### src/sv/cstr_pkg.sv
// Shared types, register indexes and state codes for the command send/retry sequencer.
package cstr_pkg;

	// Register indexes on the configuration port (byte address is four times the index).
	localparam logic [2:0] REG_ENABLED        = 3'd0;
	localparam logic [2:0] REG_EXPECTS_REPLY  = 3'd1;
	localparam logic [2:0] REG_INITIAL_DELAY  = 3'd2;
	localparam logic [2:0] REG_PERIOD         = 3'd3;
	localparam logic [2:0] REG_TIMEOUT        = 3'd4;
	localparam logic [2:0] REG_RETRY_LIMIT    = 3'd5;
	localparam logic [2:0] REG_REPEAT_OPTIONS = 3'd6;

	// Reset value of the reply timeout.
	localparam logic [31:0] TIMEOUT_RESET = 32'd1000;

	// Bits of the repeat options register.
	localparam int unsigned OPT_ON_TIMEOUT = 0;
	localparam int unsigned OPT_ON_REPLY   = 1;
	localparam int unsigned OPT_FOREVER    = 2;

	// State codes as reported in the result item.
	localparam logic [2:0] CODE_IDLE    = 3'd0;
	localparam logic [2:0] CODE_SENT    = 3'd1;
	localparam logic [2:0] CODE_WAIT    = 3'd2;
	localparam logic [2:0] CODE_TIMEOUT = 3'd3;
	localparam logic [2:0] CODE_DONE    = 3'd4;

	// Command state machine, one-hot.
	typedef enum logic [4:0] {
		PH_IDLE    = 5'b00001,
		PH_SENT    = 5'b00010,
		PH_WAIT    = 5'b00100,
		PH_TIMEOUT = 5'b01000,
		PH_DONE    = 5'b10000
	} phase_t;

	// Maps the internal state to the reported state code.
	function automatic logic [2:0] phase_code(input phase_t ph);
		logic [2:0] code;
		case (ph)
			PH_IDLE:    code = CODE_IDLE;
			PH_SENT:    code = CODE_SENT;
			PH_WAIT:    code = CODE_WAIT;
			PH_TIMEOUT: code = CODE_TIMEOUT;
			PH_DONE:    code = CODE_DONE;
			default:    code = CODE_IDLE;
		endcase
		return code;
	endfunction

endpackage

### src/sv/command_send_timeout_retry_fsm_unit.sv
// Top level of the command send, reply timeout and retry sequencer.

// One item is one poll tick: the current millisecond time and a reply-arrived
// flag. The block accepts one item per clock cycle and delivers its result in the next
// cycle from an output register; a tick is also taken while the waiting result leaves, so
// the sustained rate is one item per cycle whenever the output side takes results every
// cycle. The result holds the state after the tick and the send, reply and timeout pulses.
// All sequencer state updates at the edge that accepts the item, unless that edge writes
// the initial delay. Time differences wrap modulo 2^32. Configuration registers sit at
// byte addresses 0 to 24 and the user must write them only while the block is
// idle, which it does not enforce; writing the initial delay also reloads the running delay.
module command_send_timeout_retry_fsm_unit (
	input  logic        clk,
	input  logic        arst_n,
	// Input item stream.
	input  logic        s_axis_tvalid,
	output logic        s_axis_tready,
	input  logic [39:0] s_axis_tdata,  // [31:0] now_ms, [32] reply_arrived, [39:33] zero
	// Result item stream.
	output logic        m_axis_tvalid,
	input  logic        m_axis_tready,
	output logic [7:0]  m_axis_tdata,  // [2:0] cmd_state, [3] send_event, [4] reply_event,
	                                   // [5] timeout_event, [7:6] zero
	// Configuration port.
	input  logic        psel,
	input  logic        penable,
	input  logic        pwrite,
	input  logic [4:0]  paddr,
	input  logic [31:0] pwdata,
	output logic [31:0] prdata,
	output logic        pready
);
	import cstr_pkg::*;

	// Configuration registers.
	logic        enabled_q;
	logic        expects_reply_q;
	logic [31:0] initial_delay_q;
	logic [31:0] period_q;
	logic [31:0] timeout_q;
	logic [7:0]  retry_limit_q;
	logic [2:0]  repeat_opt_q;

	// Sequencer state.
	phase_t      phase_q, phase_n;
	logic [31:0] delay_start_q, delay_start_n;
	logic [31:0] timeout_start_q, timeout_start_n;
	logic [31:0] running_delay_q, running_delay_n;
	logic [7:0]  retry_count_q, retry_count_n;
	logic        mark_q, mark_n;

	// Result register.
	logic        out_valid_q;
	logic [2:0]  out_state_q;
	logic        out_send_q, out_reply_q, out_timeout_q;

	logic        send_ev, reply_ev, timeout_ev;
	logic        in_accept;
	logic        cfg_write;
	logic [2:0]  cfg_index;
	logic [31:0] now;
	logic        reply_in;
	logic        mark_v;
	logic        done_release;
	logic [31:0] elapsed;
	logic [31:0] late;
	logic [31:0] wait_elapsed;

	assign now       = s_axis_tdata[31:0];
	assign reply_in  = s_axis_tdata[32];
	assign in_accept = s_axis_tvalid && s_axis_tready;

	// The result register frees up when it is empty or being taken.
	assign s_axis_tready = !out_valid_q || m_axis_tready;

	assign pready    = 1'b1;
	assign cfg_write = psel && penable && pwrite && pready;
	assign cfg_index = paddr[4:2];

	// Register read-back.
	always_comb begin
		case (cfg_index)
			REG_ENABLED:        prdata = {31'd0, enabled_q};
			REG_EXPECTS_REPLY:  prdata = {31'd0, expects_reply_q};
			REG_INITIAL_DELAY:  prdata = initial_delay_q;
			REG_PERIOD:         prdata = period_q;
			REG_TIMEOUT:        prdata = timeout_q;
			REG_RETRY_LIMIT:    prdata = {24'd0, retry_limit_q};
			REG_REPEAT_OPTIONS: prdata = {29'd0, repeat_opt_q};
			default:            prdata = 32'd0;
		endcase
	end

	// Configuration writes.
	always_ff @(posedge clk or negedge arst_n) begin
		if (!arst_n) begin
			enabled_q       <= 1'b0;
			expects_reply_q <= 1'b0;
			initial_delay_q <= 32'd0;
			period_q        <= 32'd0;
			timeout_q       <= TIMEOUT_RESET;
			retry_limit_q   <= 8'd0;
			repeat_opt_q    <= 3'd0;
		end else if (cfg_write) begin
			case (cfg_index)
				REG_ENABLED:        enabled_q       <= pwdata[0];
				REG_EXPECTS_REPLY:  expects_reply_q <= pwdata[0];
				REG_INITIAL_DELAY:  initial_delay_q <= pwdata;
				REG_PERIOD:         period_q        <= pwdata;
				REG_TIMEOUT:        timeout_q       <= pwdata;
				REG_RETRY_LIMIT:    retry_limit_q   <= pwdata[7:0];
				REG_REPEAT_OPTIONS: repeat_opt_q    <= pwdata[2:0];
				default: ;
			endcase
		end
	end

	// Time differences for the send delay and the reply timeout.
	assign elapsed      = now - delay_start_q;
	assign late         = elapsed - running_delay_q;
	assign wait_elapsed = now - timeout_start_q;

	// The replied mark includes this tick's reply flag.
	assign mark_v = mark_q || reply_in;

	// Done releases back to idle when periodic, repeating on reply once a reply is marked, or forever.
	assign done_release = (period_q != 32'd0) ||
		(mark_v && repeat_opt_q[OPT_ON_REPLY]) || repeat_opt_q[OPT_FOREVER];

	// Next state for one tick.
	always_comb begin
		phase_n         = phase_q;
		delay_start_n   = delay_start_q;
		timeout_start_n = timeout_start_q;
		running_delay_n = running_delay_q;
		retry_count_n   = retry_count_q;
		mark_n          = mark_q;
		send_ev         = 1'b0;
		reply_ev        = 1'b0;
		timeout_ev      = 1'b0;
		if (enabled_q) begin
			mark_n = mark_v;
			case (phase_q)
				PH_IDLE: begin
					if (elapsed >= running_delay_q) begin
						if (period_q != 32'd0) begin
							running_delay_n = (period_q > late) ? (period_q - late) : 32'd0;
						end
						delay_start_n   = now;
						timeout_start_n = now;
						send_ev         = 1'b1;
						phase_n         = expects_reply_q ? PH_SENT : PH_DONE;
					end
				end
				PH_SENT, PH_WAIT: begin
					phase_n = PH_WAIT;
					if (mark_v) begin
						reply_ev = 1'b1;
						phase_n  = PH_DONE;
					end else if (wait_elapsed >= timeout_q) begin
						timeout_ev = 1'b1;
						phase_n    = PH_TIMEOUT;
					end
				end
				PH_TIMEOUT: begin
					if (repeat_opt_q[OPT_ON_TIMEOUT]) begin
						phase_n = PH_IDLE;
					end else if (retry_count_q < retry_limit_q) begin
						retry_count_n = retry_count_q + 8'd1;
						phase_n       = PH_IDLE;
					end
					// The done release check follows on the same tick.
					if (done_release) begin
						mark_n  = 1'b0;
						phase_n = PH_IDLE;
					end
				end
				PH_DONE: begin
					if (done_release) begin
						mark_n  = 1'b0;
						phase_n = PH_IDLE;
					end
				end
				default: ;
			endcase
		end
	end

	// Sequencer state registers; a write of the initial delay reloads the running delay.
	always_ff @(posedge clk or negedge arst_n) begin
		if (!arst_n) begin
			phase_q         <= PH_IDLE;
			delay_start_q   <= 32'd0;
			timeout_start_q <= 32'd0;
			running_delay_q <= 32'd0;
			retry_count_q   <= 8'd0;
			mark_q          <= 1'b0;
		end else if (cfg_write && (cfg_index == REG_INITIAL_DELAY)) begin
			running_delay_q <= pwdata;
		end else if (in_accept) begin
			phase_q         <= phase_n;
			delay_start_q   <= delay_start_n;
			timeout_start_q <= timeout_start_n;
			running_delay_q <= running_delay_n;
			retry_count_q   <= retry_count_n;
			mark_q          <= mark_n;
		end
	end

	// Result valid flag.
	always_ff @(posedge clk or negedge arst_n) begin
		if (!arst_n) begin
			out_valid_q <= 1'b0;
		end else if (in_accept) begin
			out_valid_q <= 1'b1;
		end else if (m_axis_tready) begin
			out_valid_q <= 1'b0;
		end
	end

	// Result payload.
	always_ff @(posedge clk) begin
		if (in_accept) begin
			out_state_q   <= phase_code(phase_n);
			out_send_q    <= send_ev;
			out_reply_q   <= reply_ev;
			out_timeout_q <= timeout_ev;
		end
	end

	assign m_axis_tvalid = out_valid_q;
	assign m_axis_tdata  = {2'b00, out_timeout_q, out_reply_q, out_send_q, out_state_q};

`ifndef SYNTH
	// At most one event pulse per result item.
	a_one_event: assert property (@(posedge clk) disable iff (!arst_n)
		m_axis_tvalid |-> $onehot0({out_send_q, out_reply_q, out_timeout_q}))
		else $error("more than one event pulse in a result item");

	// A send leaves the block in the sent or done state.
	a_send_state: assert property (@(posedge clk) disable iff (!arst_n)
		(m_axis_tvalid && out_send_q) |->
			(out_state_q == CODE_SENT || out_state_q == CODE_DONE))
		else $error("send event with an unexpected state");

	// A timeout pulse reports the timeout state.
	a_timeout_state: assert property (@(posedge clk) disable iff (!arst_n)
		(m_axis_tvalid && out_timeout_q) |-> (out_state_q == CODE_TIMEOUT))
		else $error("timeout event without the timeout state");

	// An accepted item always produces a result in the next cycle.
	a_result_follows: assert property (@(posedge clk) disable iff (!arst_n)
		in_accept |=> m_axis_tvalid)
		else $error("accepted item produced no result");
`endif

endmodule

### config.mk
export PLATFORM = sky130hd
export DESIGN_NAME = command_send_timeout_retry_fsm_unit
export DESIGN_NICKNAME = d
export VERILOG_FILES = /design/src/sv/cstr_pkg.sv /design/src/sv/command_send_timeout_retry_fsm_unit.sv
export SDC_FILE = /design/constraint.sdc
export NUM_CORES = 1
export LEC_CHECK = 0
export ABC_AREA = 1
export BUFFER_PORTS_ARGS = -buffer_cell sky130_fd_sc_hd__buf_4
export CAP_MARGIN = 20
export CORE_UTILIZATION = 40
export CTS_CLUSTER_SIZE = 8
export DETAILED_ROUTE_END_ITERATION = 8
export GPL_TIMING_DRIVEN = 0
export MAX_ROUTING_LAYER = met4
export SYNTH_ARGS = -nofsm -noshare
export SYNTH_HDL_FRONTEND = slang
export SYNTH_SLANG_ARGS = --single-unit
### constraint.sdc
create_clock -name clk -period 7.1 [get_ports clk]
set_input_delay 1.42 -clock clk [delete_from_list [all_inputs] [get_ports clk]]
set_output_delay 1.42 -clock clk [all_outputs]
set_load 0.03 [all_outputs]
==> results of run 1 <==
cell type report:
class | instances | area, um^2
Buffer | 45 | 239.0
Clock buffer | 18 | 429.2
Clock inverter | 14 | 142.6
Fill cell | 3790 | 19430
Inverter | 329 | 1235
Multi-Input combinational cell | 1504 | 8929
Sequential cell | 194 | 4893
Tap cell | 504 | 630.6
Timing Repair Buffer | 120 | 948.4
layer usage:
layer / up-vias / share of wire, % / GRT usage (%)
met5: - / 0 / -
met4: 0 / 4.3 / 13.08
met3: 94 / 5.8 / 4.160
met2: 449 / 46 / 44.19
met1: 6730 / 44 / 36.03
li1: 7087 / - / -
placed cells by master, fill, tap and decap left out, types with 6 or more instances in the layout:
master,instances
nand2_1,459
inv_1,322
dfrtp_1,181
nor2_1,172
o21ai_0,169
a21oi_1,152
ha_1,133
buf_4,127
nand3_1,60
xor2_1,47
xnor2_1,32
clkbuf_1,25
nor3_1,25
o221ai_1,25
o21ai_1,21
nand2_2,18
clkbuf_16,17
o21bai_1,15
nand4_1,15
a21o_1,14
o211ai_1,14
o211ai_2,10
a31oi_1,9
o21a_1,9
nor3_2,8
o21ai_2,8
nor2_2,8
inv_2,7
o2111ai_1,7
xor2_2,7
buf_2,7
dfstp_2,7
nand3b_1,6
edfxtp_1,6
cell usage after synthesis (all sizes together) (16+ instances only):
master,n
nand2,480
clkbuf,24
a21oi,157
nor2,184
o21ai,199
buf,21
o221ai,25
o211ai,24
xor2,54
dfrtp,181
xnor2,33
nand3,64
inv,329
nand4,16
nor3,34
ha,135
worst max-delay path, delay by kind of cell:
| kind | cells | cell delay, ns |
|---|---|---|
| AOI/OAI and AO/OA | 5 | 0.82 |
| xor gates and xnor gates | 2 | 0.55 |
| adders and majority gates | 3 | 1.09 |
| buffers and inverters | 4 | 0.57 |
| and+or+nand+nor | 15 | 2.72 |
sequential cells by signal, indices dropped and copies added (netlist names), 3 cells and up:
| register | flops |
|---|---|
| initial_delay_q | 32 |
| out_state_q | 3 |
| period_q | 32 |
| phase_q | 5 |
| repeat_opt_q | 3 |
| retry_count_q | 8 |
| retry_limit_q | 8 |
| running_delay_q | 32 |
| timeout_q | 32 |
| timeout_start_q | 32 |
cell families (layout without fill, tap and decap cells):
kind of cell	after synthesis	after routing	share of synthesized area [%]
xor gates and xnor gates	87	87	5.053
AOI/OAI and AO/OA	482	482	18.68
other	2	3	0.04980
and+or+nand+nor	793	793	22.34
DFF	194	194	32.45
adders and majority gates	138	138	11.60
muxes	1	1	0.07467
buffers and inverters	374	526	9.758
worst paths after layout:
check                      slack (ns)           startpoint  cells after the start                  end
setup / recovery                 0.33     s_axis_tdata[20]                     29  running_delay_q[24]
hold / removal                   0.49     retry_count_q[7]                      1     retry_count_q[7]
setup reg to reg                 1.02  timeout_start_q[18]                     29  running_delay_q[24]
hold reg to reg                  0.49     retry_count_q[7]                      1     retry_count_q[7]
max in group asynchronous        5.18               arst_n                      3         timeout_q[3]
min in group asynchronous        0.73               arst_n                      1  running_delay_q[26]
power groups by stage:
stage / clock network, mW / logic [mW] / registers (mW)
2_1_floorplan: 0 / 3.19 / 1.48
3_3_place_gp: 0 / 4.49 / 1.51
3_5_place_dp: 0 / 4.51 / 1.51
4_1_cts: 0.999 / 4.60 / 1.49
5_1_grt: 1.04 / 5.23 / 1.52
6_report: 0.983 / 4.73 / 1.49
what timing repair did:
action | in CTS | in global routing
setup buffers | 1 | 3
endpoints found under the hold margin | 0 | 0
pin swaps | 2 | 5
gates cloned | 0 | 0
setup endpoints to repair | 32 | 32
gates resized for setup | 18 | 37
per-stage QoR:
stage / utilization [%] / instance area [um^2]
after floorplan: - / 15080
after global placement: 44.94 / 16570
after detailed placement: 45.11 / 16630
after CTS: 46.80 / 17260
after global routing: 47.32 / 17450
final: 47.32 / 17450
==> key figures, run 1 <==
Detailed routing
  – Initial DRC count: 1074
  – DRC: 0
  – Mean number of vias per cell: roughly 5.3
  – Total Routed Length: 51970 um
  – Final ANT Viol Nets: 0
  – Drt pass-1 iters: 9
  – WL per Instance: ~19 um
  – Via count: 14360

GRT
  – Vias in the first global route: ~14000
  – Largest net degree at the start of global routing: 114
  – Initial antenna violation count: 0
  – Total congestion overflow: 0
  – First-pass GRT wire length: 79360 um
  – Tot GR Track Use: 28.25%

Setup path
  – Critical Path RT: 7.48 ns
  – Crit Path Class: input port to flop
  – Most used cell along the critical path: nand2_1
  – CP startpoint kind: input port
  – Crit-path slowest cell: nor4_1
  – Crit path max fanout: 10
  – CP peak stage delay: 0.57 ns
  – Setup crit end kind: flop
  – Crit path DAT: 7.15 ns

Synthesis
  – Avg Synthesized Cell Area: 7.281 um^2
  – Area contributors post-synth: dfrtp_1 (30%), nand2_1 (11%), ha_1 (11%), inv_1 (8.0%), o21ai_0 (5.9%)
  – Seq cells post-synth: between 150 and 200
  – Post-synth EDFFs: 6
  – Post-synth cell types: 55
  – Synthesized area: approximately 15000 um^2
  – Async set or reset register ratio after synthesis: 96.91%
  – Area share of the leading cell type in the synthesized netlist: 30.04%
  – Synth area leader: dfrtp_1
  – Sequential share of the synthesized area: 32.45%
  – Synth Flop Type: dfrtp_1
  – YS warnings: 0
  – Post-Synthesis Cells: 2071

STA
  – Skew final: 0.02089 ns
  – Final setup margin: 0.3308 ns
  – Endpoints failing hold: 0
  – Final Max Slew Viols: 0
  – Max_slew headroom: 42.39%
  – Hold_ws: 0.4892 ns
  – Fmax: approximately 150 MHz
  – Post-layout min period: 6.769 ns
  – Setup-failing EPs final: 0
  – Tcrit/Tclk final: 95.34%
  – Final setup TNS: 0 ns
  – Worst-margin pin slew: 0.8642 ns

Placement
  – Dpl hpwl: 42460 um
  – # port buffers: ~110
  – RD Place Congestion: roughly 0.94
  – Placed cells: 2692
  – DP Worst Slack: -1.182 ns

Finish
  – Ratio of cells with drive above 1 in the final layout: 12.32%
  – Area Growth Syn to Fin: 15.70%
  – ANT cells: 0
  – Final #Nets: 2433
  – Non-Filler Instances: 2728

Clock network
  – Root Buffer: clkbuf_16
  – CTS buffer count: 17
  – Post-CTS Hold Buffers: 0
  – Reg clk slew, reported paths: roughly 0.080 ns
  – CTS tree: built
  – # clock sinks: about 190
  – CTS Buffer Depth: 2
  – H-tree Lvls: 4
  – Clk Latency, worst-skew pair: 0.47 ns

Power and ir drop
  – Internal power: roughly 3.4 mW
  – Psw: between 3 and 4 mW
  – Power density cells: 413.0 nW/um^2
  – Power, Total: 7.206 mW
  – Part of the power in registers: 20.7%
  – Worst vdd ir: roughly 0.2 mV
  – Sw Ratio: 52.88%
  – Combinational share of power: ~66%
  – Clock power frac: a little over an eighth
  – Standby leakage power: ~8.9 nW

Worst hold path
  – Class of the worst hold path: flop to flop

Die
  – Initial core utilization: 40.90%
  – Die X: 196.2 um
  – Core area: 36870 um^2
  – Die height: 196.2 um
  – Die Area: ~38000 um^2
  – Boundary pin count: 127
  – Site Rows: 70

Run
  – MaxCap Viol Count: 0

Status
  – Status: finished, final reports clean
No activity file was read; power rests on OpenSTA's default activity.
==> run 2: changes to the inputs <==
==> constraint.sdc (replaced) <==
create_clock -name clk -period 7.1 [get_ports clk]
set_input_delay 0.355 -clock clk [delete_from_list [all_inputs] [get_ports clk]]
set_output_delay 0.355 -clock clk [all_outputs]
set_load 0.03 [all_outputs]
==> run 2 against run 1 <==
Net effect: sequential cell count is the same; routed wire length decreased by 0.19%; global-route usage about the same; cell area is 1.2% lower; critical path type is now flop to flop; largest power group unchanged.
==> key figures, run 2 (synthesis results as in run 1) <==
Status
  – Status: finished, final reports clean

Die
  – Die X: 196.2 um (unchanged)
  – Core area: 36870 um^2 (unchanged)
  – Die Area: 38480 um^2 (unchanged)
  – Die height: 196.2 um (unchanged)
  – Site Rows: 70 (unchanged)
  – Boundary pin count: 127 (unchanged)
  – Initial core utilization: 40.90% (unchanged)

Setup path
  – CP startpoint kind: flop
  – Crit-path slowest cell: o21ai_0
  – Setup crit end kind: flop
  – CP peak stage delay: 0.42 ns (-0.15 ns)
  – Family with the most delay on the worst path: compound AO/OA/AOI/OAI gates
  – WP buf/inv: 4 (unchanged)
  – Critical Path RT: 7.49 ns (about the same)
  – Most used cell along the critical path: nand2_1
  – Crit Path Class: flop to flop
  – Crit path max fanout: 10 (unchanged)
  – Crit path DAT: 6.98 ns (-0.17 ns)

Clock network
  – CTS Buffer Depth: 2 (unchanged)
  – Clk Latency, worst-skew pair: 0.47 ns (about the same)
  – Reg clk slew, reported paths: 0.08 ns (about the same)
  – H-tree Lvls: 4 (unchanged)
  – # clock sinks: 194 (unchanged)
  – Post-CTS Setup Bufs: 0 (-1)
  – CTS tree: built
  – Root Buffer: clkbuf_16
  – CTS buffer count: 17 (unchanged)

Power and ir drop
  – Standby leakage power: 8.790 nW (-0.68%)
  – Power, Total: 7.055 mW (-2.1%)
  – Power density cells: 409.5 nW/um^2 (-0.86%)
  – Worst vdd ir: 0.1962 mV (+0.23%)

STA
  – Final Max Slew Viols: 0 (unchanged)
  – Fmax: 151.9 MHz (+2.8%)
  – RSZ-0062 raised after global routing: false
  – Tcrit/Tclk final: 92.74% (-2.6 points)
  – Endpoints failing hold: 0 (unchanged)
  – Max_slew headroom: 42.85% (+0.46 points)
  – Post-layout min period: 6.585 ns (-0.1846 ns)
  – Worst-margin pin slew: 0.8572 ns (-0.006960 ns)
  – Final setup TNS: 0 ns (unchanged)
  – Skew final: 0.02130 ns (+0.0004119 ns)
  – Setup-failing EPs final: 0 (unchanged)

Detailed routing
  – Drt pass-1 iters: 5 (-4)
  – Via count: 14250 (-0.79%)
  – Initial DRC count: 1020 (-5.0%)
  – Final ANT Viol Nets: 0 (unchanged)
  – WL per Instance: 19.03 um (about the same)
  – DRC: 0 (unchanged)
  – Mean number of vias per cell: 5.228 (-0.68%)
  – Total Routed Length: 51870 um (-0.19%)

GRT
  – Largest net degree at the start of global routing: 114 (unchanged)
  – First-pass GRT wire length: 79230 um (-0.17%)
  – Vias in the first global route: 14000 (-0.41%)
  – Total congestion overflow: 0 (unchanged)
  – Tot GR Track Use: 28.22% (-0.035 points)
  – Initial antenna violation count: 0 (unchanged)

Finish
  – Most common cell after layout, fill and taps aside: nand2_1
  – ANT cells: 0 (unchanged)
  – Area Growth Syn to Fin: 14.26%
  – Ratio of cells with drive above 1 in the final layout: 10.67% (-1.6 points)
  – Final #Nets: 2430 (-0.12%)
  – Post-layout util: 46.73% (-0.59 points)
  – Commonest cells after routing, fill and taps aside: nand2_1 (460), inv_1 (322), dfrtp_1 (181)
  – Fillers: 3809 (+0.50%)
  – Final Cell Area: 17230 um^2 (-1.2%)

Placement
  – # port buffers: 114 (unchanged)
  – RD Place Congestion: 0.9446 (unchanged)
  – Placed Instance Area: 16630 um^2 (unchanged)
  – Dpl hpwl: 42460 um (unchanged)

Worst hold path
  – Class of the worst hold path: input port to flop

Run
  – MaxCap Viol Count: 0 (unchanged)
run 2: layout make-up:
| type | instances | area (um^2) | share of cell area (%) |
|---|---|---|---|
| clock buffers | 18 | 429.2 | 2.491 |
| multi-input cells | 1504 | 8735 | 50.69 |
| plain buffers | 45 | 236.5 | 1.372 |
| clock inverters | 14 | 142.6 | 0.8278 |
| repair buffers | 117 | 928.4 | 5.388 |
| inverters | 329 | 1235 | 7.167 |
| well taps | 504 | 630.6 | 3.660 |
| flip-flops and latches | 194 | 4893 | 28.40 |
run 2: worst min-delay path, cell delays in order:
cell,delay [ns]
buf_4,0.08
nand2_1,0.04
o21ai_0,0.05
run 2: per-layer routing:
metal	track usage [%]	wire length (um)
met2	44.06	23550
met4	12.96	2342
met1	36.09	23150
met3	4.143	2833
met5	-	0
run 2: final timing paths:
path                       slack, ns                from  cells after the start                  end
setup / recovery                0.52  timeout_start_q[0]                     33  running_delay_q[10]
hold / removal                  0.10           pwdata[3]                      3     retry_limit_q[3]
min in group asynchronous       0.26              arst_n                      2  running_delay_q[26]
setup reg to reg                0.52  timeout_start_q[0]                     33  running_delay_q[10]
max in group asynchronous       5.71              arst_n                      4         timeout_q[3]
hold reg to reg                 0.49       timeout_q[28]                      2        timeout_q[28]
run 2: stage by stage:
stage / std cells / worst slack, ns / hold WS (ns)
2_1_floorplan: 2072 / 1.980 / 0.05941
6_report: 2725 / 0.5154 / 0.1046
4_1_cts: 2725 / 0.04347 / 0.09425
3_5_place_dp: 2692 / -0.1169 / 0.1356
3_3_place_gp: 2690 / -0.1553 / 0.4615
5_1_grt: 2725 / 0.003432 / 0.1179
run 2: power breakdown:
part | internal [mW] | switching, mW
sequential | 1.35 | 0.140
clock | 0.469 | 0.515
combinational | 1.51 | 3.07
total | 3.33 | 3.72
run 2: what timing repair did:
item | CTS | global route
gates resized for setup | 0 | 9
hold endpoints to repair | 29 | 0
hold buffers | 1 | 0
setup endpoints to repair | 0 | 32
